<file path="config.mk">
export PLATFORM = sky130hd
export DESIGN_NAME = gate_travel_tick_counter
export DESIGN_NICKNAME = d
export VERILOG_FILES = /design/src/gttc_pkg.sv /design/src/gate_travel_tick_counter.sv
export SDC_FILE = /design/constraint.sdc
export NUM_CORES = 1
export LEC_CHECK = 0
export ABC_CLOCK_PERIOD_IN_PS = 6500
export CAP_MARGIN = 10
export CORE_MARGIN = 5
export CORE_UTILIZATION = 48
export CTS_CLUSTER_DIAMETER = 30
export DETAILED_ROUTE_END_ITERATION = 10
export DONT_BUFFER_PORTS = 1
export HOLD_SLACK_MARGIN = 0.08
export PLACE_DENSITY = 0.61
export SETUP_SLACK_MARGIN = 0.15
export SYNTH_ARGS = -nofsm -noshare
export SYNTH_HDL_FRONTEND = slang
export SYNTH_SLANG_ARGS = --single-unit
</file>
<file path="constraint.sdc">
create_clock -name clk -period 6.5 [get_ports clk]
set_clock_uncertainty 0.1 [all_clocks]
set_input_delay 0.325 -clock clk [delete_from_list [all_inputs] [get_ports clk]]
set_output_delay 0.325 -clock clk [all_outputs]
set_load 0.03 [all_outputs]
</file>
<file path="src/gttc_pkg.sv">
// Package: constants, codes and port widths of the gate travel tick counter.
`timescale 1ns / 1ps
`default_nettype none
package gttc_pkg;

  localparam int CountWidthDef = 16;

  localparam int RegWidth = 8;
  localparam int CfgIdxWidth = 1;
  localparam logic [CfgIdxWidth-1:0] REG_SLOW_RELOAD = 1'b0;
  localparam logic [CfgIdxWidth-1:0] REG_DECEL_RELOAD = 1'b1;
  localparam logic [RegWidth-1:0] SlowReloadRst = 8'd50;
  localparam logic [RegWidth-1:0] DecelReloadRst = 8'd10;

  localparam int OutWidth = 16;
  localparam int InDataWidth = 24;
  localparam int InUserWidth = 3;
  localparam int OutDataWidth = 120;

  typedef enum logic [2:0] {
    ACT_TICK        = 3'd0,
    ACT_LOAD_POS    = 3'd1,
    ACT_LOAD_ONTIME = 3'd2,
    ACT_LOAD_MAIN   = 3'd3,
    ACT_CLEAR_LEARN = 3'd4
  } action_t;

  localparam logic [1:0] DIR_OPEN = 2'd1;
  localparam logic [1:0] DIR_CLOSE = 2'd2;

  localparam int LT_OPEN = 0;
  localparam int LT_CLOSE = 1;
  localparam int LT_DECEL_OPEN = 2;
  localparam int LT_DECEL_CLOSE = 3;
  localparam int NumLearn = 4;

endpackage
`default_nettype wire

</file>
<file path="src/gate_travel_tick_counter.sv">
// Top level: gate travel tick counter with input register and result register.
`timescale 1ns / 1ps
`default_nettype none
// Gate travel tick counter. Every item produces exactly one result: the
// counter state after the item is applied. A tick item counts down the main
// slot (stops at zero) and the slow-slot divider; when the divider is already
// zero it reloads from register 0, the phase bit toggles and the slow block
// runs (slow_slot_fired = 1). In normal mode the slow block counts down the
// on-time limit and steps the position, every other slow slot while
// decelerating; in learning mode it accumulates open/close times, and with
// learned deceleration in automatic programming a sub-divider (register 1)
// adds deceleration time. Load actions write counters, unknown actions only
// report the state. Throughput is one item per clock while results are taken;
// an item passes the input register, then the state update into the result
// register. The input is still taken while a result waits, as long as the
// input register is empty or drains in the same cycle. Configuration writes
// are taken in any cycle but should only happen while the block is idle.
module gate_travel_tick_counter #(
  parameter int COUNT_WIDTH = gttc_pkg::CountWidthDef
) (
  input  wire logic                              clk,
  input  wire logic                              rst_n,
  input  wire logic                              in_tvalid,
  output logic                                   in_tready,
  // low to high: load_value[15:0], direction[17:16], learning_mode[18],
  // decelerating[19], learn_counting[20], learn_decel[21], auto_program[22],
  // zero pad[23]
  input  wire logic [gttc_pkg::InDataWidth-1:0]  in_tdata,
  // action[2:0]
  input  wire logic [gttc_pkg::InUserWidth-1:0]  in_tuser,
  output logic                                   out_tvalid,
  input  wire logic                              out_tready,
  // low to high: position[15:0], on_time_left[31:16], main_slot_left[47:32],
  // open_time[63:48], close_time[79:64], decel_open_time[95:80],
  // decel_close_time[111:96], slow_slot_fired[112], zero pad[119:113]
  output logic [gttc_pkg::OutDataWidth-1:0]      out_tdata,
  input  wire logic                              cfg_we,
  input  wire logic [gttc_pkg::CfgIdxWidth-1:0]  cfg_index,
  input  wire logic [gttc_pkg::RegWidth-1:0]     cfg_wdata
);
  import gttc_pkg::*;

  localparam int CW = COUNT_WIDTH;
  localparam logic [CW-1:0] CntZero = '0;

  // configuration
  logic [RegWidth-1:0] slow_reload_r, decel_reload_r;

  // input register
  logic                      s1_v_r;
  logic [2:0]                s1_action_r;
  logic [OutWidth-1:0]       s1_load_r;
  logic [1:0]                s1_dir_r;
  logic                      s1_learning_r, s1_decel_r, s1_lcount_r;
  logic                      s1_ldecel_r, s1_autoprog_r;

  // counter state
  logic [CW-1:0]       main_r, main_nxt;
  logic [RegWidth-1:0] slow_div_r, slow_div_nxt;
  logic [RegWidth-1:0] decel_div_r, decel_div_nxt;
  logic                phase_r, phase_nxt;
  logic [CW-1:0]       pos_r, pos_nxt;
  logic [CW-1:0]       ontime_r, ontime_nxt;
  logic [CW-1:0]       learn_r [NumLearn];
  logic [CW-1:0]       learn_nxt [NumLearn];
  logic                fired;

  // result register
  logic                    out_v_r;
  logic [OutDataWidth-1:0] out_data_r, out_data_nxt;

  logic advance, in_acc;
  logic [CW+OutWidth-1:0] load_ext;
  logic [CW-1:0]          load_cw;
  logic opening, closing;

  assign advance   = !out_v_r || out_tready;
  assign in_tready = !s1_v_r || advance;
  assign in_acc    = in_tvalid && in_tready;
  assign out_tvalid = out_v_r;
  assign out_tdata  = out_data_r;

  // load value masked to the counter width
  assign load_ext = {{CW{1'b0}}, s1_load_r};
  assign load_cw  = load_ext[CW-1:0];

  assign opening = (s1_dir_r == DIR_OPEN);
  assign closing = (s1_dir_r == DIR_CLOSE);

  // show low 16 bits of a counter, zero-extended when narrower
  function automatic logic [OutWidth-1:0] to_out(input logic [CW-1:0] v);
    logic [CW+OutWidth-1:0] e;
    e = {{OutWidth{1'b0}}, v};
    return e[OutWidth-1:0];
  endfunction

  always_comb begin
    main_nxt      = main_r;
    slow_div_nxt  = slow_div_r;
    decel_div_nxt = decel_div_r;
    phase_nxt     = phase_r;
    pos_nxt       = pos_r;
    ontime_nxt    = ontime_r;
    for (int i = 0; i < NumLearn; i++) begin
      learn_nxt[i] = learn_r[i];
    end
    fired = 1'b0;

    unique case (s1_action_r)
      ACT_TICK: begin
        if (main_r != CntZero) main_nxt = main_r - 1'b1;
        if (slow_div_r != '0) begin
          slow_div_nxt = slow_div_r - 1'b1;
        end else begin
          slow_div_nxt = slow_reload_r;
          fired        = 1'b1;
          phase_nxt    = !phase_r;
          if (!s1_learning_r) begin
            if (ontime_r != CntZero && (opening || closing)) begin
              ontime_nxt = ontime_r - 1'b1;
            end
            // decelerating: step only when the toggled phase is 1
            if ((opening || closing) && (!s1_decel_r || phase_nxt)) begin
              if (opening) pos_nxt = pos_r + 1'b1;
              else         pos_nxt = pos_r - 1'b1;
            end
          end else begin
            if (s1_lcount_r && !s1_ldecel_r) begin
              if (opening)      learn_nxt[LT_OPEN]  = learn_r[LT_OPEN] + 1'b1;
              else if (closing) learn_nxt[LT_CLOSE] = learn_r[LT_CLOSE] + 1'b1;
            end
            if (s1_ldecel_r && s1_autoprog_r) begin
              if (decel_div_r != '0) begin
                decel_div_nxt = decel_div_r - 1'b1;
              end else begin
                decel_div_nxt = decel_reload_r;
                if (opening) begin
                  learn_nxt[LT_DECEL_OPEN] = learn_r[LT_DECEL_OPEN] + 1'b1;
                  learn_nxt[LT_OPEN]       = learn_r[LT_OPEN] + 1'b1;
                end else if (closing) begin
                  learn_nxt[LT_DECEL_CLOSE] = learn_r[LT_DECEL_CLOSE] + 1'b1;
                  learn_nxt[LT_CLOSE]       = learn_r[LT_CLOSE] + 1'b1;
                end
              end
            end
          end
        end
      end
      ACT_LOAD_POS:    pos_nxt = load_cw;
      ACT_LOAD_ONTIME: ontime_nxt = load_cw;
      ACT_LOAD_MAIN:   main_nxt = load_cw;
      ACT_CLEAR_LEARN: begin
        for (int i = 0; i < NumLearn; i++) begin
          learn_nxt[i] = CntZero;
        end
      end
      default: ; // unknown action: report state only
    endcase

    out_data_nxt = {7'b0, fired,
                    to_out(learn_nxt[LT_DECEL_CLOSE]),
                    to_out(learn_nxt[LT_DECEL_OPEN]),
                    to_out(learn_nxt[LT_CLOSE]),
                    to_out(learn_nxt[LT_OPEN]),
                    to_out(main_nxt), to_out(ontime_nxt), to_out(pos_nxt)};
  end

  always_ff @(posedge clk) begin
    if (!rst_n) begin
      slow_reload_r  <= SlowReloadRst;
      decel_reload_r <= DecelReloadRst;
      s1_v_r         <= 1'b0;
      out_v_r        <= 1'b0;
      main_r         <= CntZero;
      slow_div_r     <= '0;
      decel_div_r    <= '0;
      phase_r        <= 1'b0;
      pos_r          <= CntZero;
      ontime_r       <= CntZero;
      for (int i = 0; i < NumLearn; i++) begin
        learn_r[i] <= CntZero;
      end
    end else begin
      if (cfg_we) begin
        unique case (cfg_index)
          REG_SLOW_RELOAD:  slow_reload_r  <= cfg_wdata;
          REG_DECEL_RELOAD: decel_reload_r <= cfg_wdata;
          default: ;
        endcase
      end
      if (in_acc)       s1_v_r <= 1'b1;
      else if (advance) s1_v_r <= 1'b0;
      if (advance) begin
        out_v_r <= s1_v_r;
        if (s1_v_r) begin
          main_r      <= main_nxt;
          slow_div_r  <= slow_div_nxt;
          decel_div_r <= decel_div_nxt;
          phase_r     <= phase_nxt;
          pos_r       <= pos_nxt;
          ontime_r    <= ontime_nxt;
          for (int i = 0; i < NumLearn; i++) begin
            learn_r[i] <= learn_nxt[i];
          end
        end
      end
    end
  end

  // payload registers, no reset
  always_ff @(posedge clk) begin
    if (in_acc) begin
      s1_action_r   <= in_tuser;
      s1_load_r     <= in_tdata[15:0];
      s1_dir_r      <= in_tdata[17:16];
      s1_learning_r <= in_tdata[18];
      s1_decel_r    <= in_tdata[19];
      s1_lcount_r   <= in_tdata[20];
      s1_ldecel_r   <= in_tdata[21];
      s1_autoprog_r <= in_tdata[22];
    end
    if (advance && s1_v_r) begin
      out_data_r <= out_data_nxt;
    end
  end

endmodule
`default_nettype wire

</file>
Yosys cells after proc, flatten, opt, wreduce, memory -nomap -nowiden
Memories as Yosys holds them, arrays and structs flattened.
Cells that the tools add are included.
Word-level totals
  bits in registers: 222
  RAM bits: 64
  bits of input ports: 41
  output and inout bits: 122
  word-level logic and storage cells: 110
  memories: 1
Cells by class
  add/subtract/negate cells: 10
  equality and inequality tests: 6
  mux-type cells: 40
  bitwise logic cells: 6
  reduce and logical (&&, ||, !) cells: 27
Memory list
  learn_r: words 4, width 16, rd ports 4, clocked after memory_dff 0, wr ports 4, line gate_travel_tick_counter.sv:64  | logic [CW-1:0] learn_r [NumLearn];
Operators by type and width (count)
  $mux W16: 21
  $mux W64: 4
  $pmux W64 S2: 1
  $pmux W16 S2: 3
  $add A16 B1 Y16 const B: 5
  $sub A16 B1 Y16 const B: 3
  $mux W32: 1
  $reduce_bool A16 Y1: 2
  $mux W8: 2
  $reduce_bool A8 Y1: 2
  $sub A8 B1 Y8 const B: 2
  $mux W1: 8
  $eq A3 B2 Y1 const B: 2
  $logic_and A1 B1 Y1: 6
  $reduce_and A2 Y1: 3
  $reduce_and A6 Y1: 1
  $logic_not A1 Y1: 5
  $logic_or A1 B1 Y1: 4
  $or A1 B1 Y1: 4
  $reduce_and A4 Y1: 1
  $eq A3 B1 Y1 const B: 1
  $eq A3 B3 Y1 const B: 1
  $logic_not A3 Y1: 1
  $reduce_and A3 Y1: 1
  other kinds (4): 5

Logic depth before layout (Yosys ltp)
An unclocked memory read counts as a cell.
  word-level depth: 13
  depth in mapped cells: 13
  mapped depth without buffers: 12

Least setup slack after synthesis
Ideal clock, no wire load.
  path type: reg2reg
  start: register out_v_r, in the netlist out_tvalid
  end: register pos_r[15]
  library setup time: 0.310 ns
  data arrival time: 4.621 ns
  required time: 6.090 ns
  slack: 1.469 ns
  stages on the path, launching flop included: 7
  buffers on the path: 2
  clock period less this slack: 5.031 ns
  cell sequence: dfxtp_1 nor2b_1 nand2b_1 inv_1 clkbuf_1 clkbuf_1 o211ai_1
On the way
  cells in the longest elaborated chain, start to end: 3
Ends and longest elaborated chain
  start: declaration: line gate_travel_tick_counter.sv:69  | logic out_v_r;
  start signal: assignment: line gate_travel_tick_counter.sv:194  | out_v_r <= s1_v_r;
  $logic_not A1 Y1: line gate_travel_tick_counter.sv:77  | assign advance = !out_v_r || out_tready;
  $logic_or A1 B1 Y1: line gate_travel_tick_counter.sv:77
  $reduce_and A2 Y1 (no line)
  end signal: assignment: line gate_travel_tick_counter.sv:178  | pos_r <= CntZero;
  end signal: assignment: line gate_travel_tick_counter.sv:200  | pos_r <= pos_nxt;
  end: declaration: line gate_travel_tick_counter.sv:62  | logic [CW-1:0] pos_r, pos_nxt;
No other way between the ends.
A chain may end at the register's enable or synchronous reset.

Worst setup path after layout
  start: register out_v_r, in the netlist out_tvalid
  end: register decel_div_r[4]
On the way
  cells in the longest elaborated chain, start to end: 3
Ends and longest elaborated chain
  $logic_not A1 Y1: line gate_travel_tick_counter.sv:77
  $logic_or A1 B1 Y1: line gate_travel_tick_counter.sv:77
  $reduce_and A6 Y1 (no line)
  end signal: assignment: line gate_travel_tick_counter.sv:198  | decel_div_r <= decel_div_nxt;
  end: declaration: line gate_travel_tick_counter.sv:60  | logic [RegWidth-1:0] decel_div_r, decel_div_nxt;
No other way between the ends.

==> flow_results.org <==
** Power and ir drop
- Power spread over the standard cell area amounts to 352 nW/µm².
- Summed over all nets, the switching power comes to 0.00157 W.
- For this design the static power due to leakage is 6.63 nW.
- Maximum ir drop on the vdd rail :: 0.000288 V
- Cell internal power was estimated by the tool at 0.00474 W.
- Relative contribution of sequential cells to total power :: 0.358
- The share of total power dissipated in combinational logic is 0.078.
- Switching power share of the total :: 0.248
- The share of total power dissipated in the clock network is 0.564.

** Timing
- Endpoints failing setup :: 0
- Setup repair after global routing missed its margin :: false
- In this run the tightest slew margin relative to its limit is 0.387.
- Post-route fraction of the period consumed by the critical path :: 0.670
- Hold is met by 126 ps.
- Hold Violations, Final :: 0
- Max-slew violations :: 0
- For this run, the top clock speed supported by timing is 229 MHz.
- Pin slew with the least headroom to its limit :: 919 ps
- Setup TNS :: 0 ps
- Min Tclk post-route :: 4360 ps

** Critical path
- The worst setup path is captured at a register.
- For the worst flop-to-flop path, the logic depth is 9.
- Number of buffer and inverter stages on the critical path :: 2
- The worst register-to-register path begins at out_tvalid.
- Worst EP required :: 6870 ps
- Largest fanout on the critical path :: 97
- Walking the worst path, the cells encountered are nor2b_1, nand2b_1, buf_4, inv_6, nand2_1, nor2_1, nand4_1, or4_1, a21oi_1.
- In this design, the stage delay of the slowest critical-path cell is 680 ps.
- Library cell contributing the largest single delay on the critical path :: inv_6
- The endpoint identified for the worst register-to-register timing path is decel_div_r[4].
- Critical Path Source Type :: register
- Top Family by Delay on Critical Path :: simple AND/OR/NAND/NOR gates
- The critical path is of the register to register type.
- Critical Path AT :: 4720 ps
- R2r setup slk :: 2140 ps

** Synth
- Synthesis produced 1517 cells.
- Dividing the synthesized area by the synthesized cell count gives 9.64 µm².
- Area contributors post-synth :: edfxtp_1 42%, dfxtp_1 11%, nand2_1 5.6%, o21ai_0 4.3%, nor2_1 3.8%
- Most frequent cell after synthesis :: nand2_1
- The cell area that synthesis handed to floorplanning was 14600 µm².
- In the synthesized netlist the async set-or-reset flop fraction comes to 0.
- Counting flops and latches in the post-synthesis netlist gives 286.
- Counting flops with a built-in enable in the synthesized netlist gives 203.
- Of all cell types, the one taking the most synthesized area is edfxtp_1.
- Distinct cell type count of the synthesized netlist :: 75
- By count the netlist is led by 218 x nand2_1, 203 x edfxtp_1, 149 x nor2_1.
- Sequential cell area fraction in the yosys report :: 0.531
- For this run, the leading register cell type out of synthesis is edfxtp_1.
- Share of the synthesized area in the top cell type :: 0.417
- During synthesis, Yosys emitted a total of 0 warnings.

** Global route
- Global-route total usage across every layer :: 0.232
- The first global-routing pass estimated 63000 µm of wire.
- Maximum number of pins on one net before global-route repair :: 98
- Residual overflow from global routing :: 0
- Number of global-route vias before repair :: 11.4k
- Number of antenna violations at the first check in global routing :: 1

** Clocking
- The clock net in this run drives a total of 286 sinks.
- TritonCTS created 66 clock buffers.
- CTS tree :: yes
- CTS resizes :: 0
- The H-tree generated during clock tree synthesis spans 3 levels.
- Clock buffer depth :: 3
- After clock tree synthesis, the clock-pin slew on the worst setup and hold paths is 50 ps.
- Clock latency of the later-clocked register in the worst-skew pair :: 570 ps
- Clock root cell :: clkbuf_16
- Setup repair bufs after CTS :: 0

** Worst hold path
- Along the worst hold path, the cell count comes to 3.
- The path with the worst hold slack has its endpoint at decel_reload_r[6].
- Hold Crit Start :: cfg_index
- The path class of the tightest hold or removal check is input port to register.

** Run status
- The run finished with clean final reports.

** Floorplan
- Die ar. :: 34000 µm²
- # rows :: 64
- The initial utilization of the core area, before any placement, comes to 0.482.
- Horiz. Die Dim :: 185 µm
- The floorplan step defined a core boundary enclosing 30300 µm².
- Y dimension of the die :: 185 µm
- I/O pin cnt :: 163

** Routing
- The first routing iteration left 884 violations.
- Total length of routed wires :: 40600 µm
- For this run, design rule violations remaining after detail routing come to 0.
- Drt first pass iters :: 7
- Total vias in the final route :: 12.0k
- After detailed routing, the number of vias per cell comes to 5.92.
- Final antenna-violating net count :: 0
- Dividing the detail-routed wire length by the instance count gives 20.0 µm.

** Run
- The tool flagged a number of max-cap violations equal to 0.

** Cells and area
- From synthesis to final layout, the design area changed by 22.6%.
- After the last flow step, the layout net total stands at 1652.
- In the final layout, the share of cells above drive strength 1 is 0.0998.
- Layout Utilization :: 0.591

** Placement
- The HPWL after detailed placement is 24600 µm.
- During placement, the flow inserted port buffers numbering 0.
- Routability congestion estimate from global placement :: 0.908
## power groups by stage
| stage | Combinational (W) | Clock, W | Sequential (W) |
|---|---|---|---|
| 6_report | 0.000491 | 0.00355 | 0.00226 |
| 5_1_grt | 0.000541 | 0.00370 | 0.00227 |
| 4_1_cts | 0.000486 | 0.00360 | 0.00226 |
| 3_5_place_dp | 0.000448 | 0 | 0.00229 |
| 3_3_place_gp | 0.000440 | 0 | 0.00229 |
| 2_1_floorplan | 0.000354 | 0 | 0.00226 |
## cell type report
class | instances | area (µm²)
Fill cell | 2462 | 12400
Sequential cell | 286 | 7760
Multi-Input combinational cell | 1110 | 6390
Clock inverter | 48 | 672
Timing Repair Buffer | 76 | 728
Inverter | 41 | 159
Clock buffer | 73 | 1720
Antenna cell | 1 | 2.50
Tap cell | 396 | 495
## through the flow
| step | power (W) | setup WS, ps | std cells | area, µm² |
|---|---|---|---|---|
| 3_3_place_gp | 0.00273 | 2360 | 1850 | 14900 |
| 3_5_place_dp | 0.00274 | 2240 | 1850 | 14900 |
| 6_report | 0.00631 | 2140 | 2031 | 17900 |
| 2_1_floorplan | 0.00261 | 1470 | 1523 | 14600 |
| 5_1_grt | 0.00652 | 1710 | 2031 | 17900 |
| 4_1_cts | 0.00635 | 2140 | 2030 | 17900 |
## worst max-delay path by stage
stage	start	end	slack, ps	depth (start not counted)
global route	out_tvalid	decel_div_r[4]	1710	9
finish	out_tvalid	decel_div_r[4]	2140	9
global placement	out_tvalid	decel_div_r[4]	2360	9
CTS	out_tvalid	decel_div_r[4]	2140	9
floorplan	out_tvalid	pos_r[15]	1470	6
detailed placement	out_tvalid	decel_div_r[4]	2240	9
## what timing repair did
item | CTS | global route
setup endpoints to repair | 0 | 0
endpoints found under the hold margin | 70 | 0
hold buffers | 59 | 0
## placed cells by master, fill, tap and decap left out, types with 9 or more instances in the layout
master / n
bufinv_16: 14
nor3_1: 49
a211oi_1: 12
a21o_1: 19
o211ai_1: 9
edfxtp_1: 203
a21oi_1: 106
o22ai_1: 10
mux2i_1: 32
o31ai_1: 12
nand4_1: 20
nor2b_1: 53
or3_1: 11
dfxtp_1: 83
nand3_1: 42
o21a_1: 9
buf_4: 17
nor2_1: 149
clkbuf_16: 68
or4_1: 13
inv_1: 39
nor4_1: 14
o21ai_0: 127
a221o_1: 10
dlygate4sd3_1: 58
ha_1: 29
xnor2_1: 9
nand2_1: 216
and3_1: 15
a31oi_1: 15
a22oi_1: 11
## flip-flops by register name (all words and copies together), names as in the netlist, 2 cells and up
signal,cells
out_tdata,113
learn_r,64
load_cw,16
main_r,16
ontime_r,16
pos_r,16
decel_div_r,8
decel_reload_r,8
slow_div_r,8
slow_reload_r,8
s1_action_r,3
s1_dir_r,2
## kinds of logic (layout without fill, tap and decap cells)
logic type | after synthesis | count (layout) | synth area share
other | 1 | 8 | 0.000256
buffers and inverters | 127 | 238 | 0.0351
AND/OR/NAND/NOR | 626 | 626 | 0.205
multiplexers | 32 | 32 | 0.0219
AO/OA/AOI/OAI | 402 | 402 | 0.173
XOR/XNOR | 13 | 13 | 0.00779
adder cells (fa/ha/maj) | 30 | 30 | 0.0262
flip-flops | 286 | 286 | 0.531
## worst reg2reg max path, stage by stage (launching register included)
cell	delay [ps]
dfxtp_1	410
nor2b_1	220
nand2b_1	140
buf_4	270
inv_6	700
nand2_1	620
nor2_1	400
nand4_1	580
or4_1	670
a21oi_1	140
## per-layer routing
layer / GRT usage / vias to the layer above / share of wire
met5: 0 / - / 0
met4: 0.0804 / 0 / 0.027
met3: 0.0562 / 98 / 0.072
met2: 0.382 / 435 / 0.48
met1: 0.299 / 5765 / 0.42
li1: - / 5723 / -
Note: power is estimated with default switching activity, not from simulation.
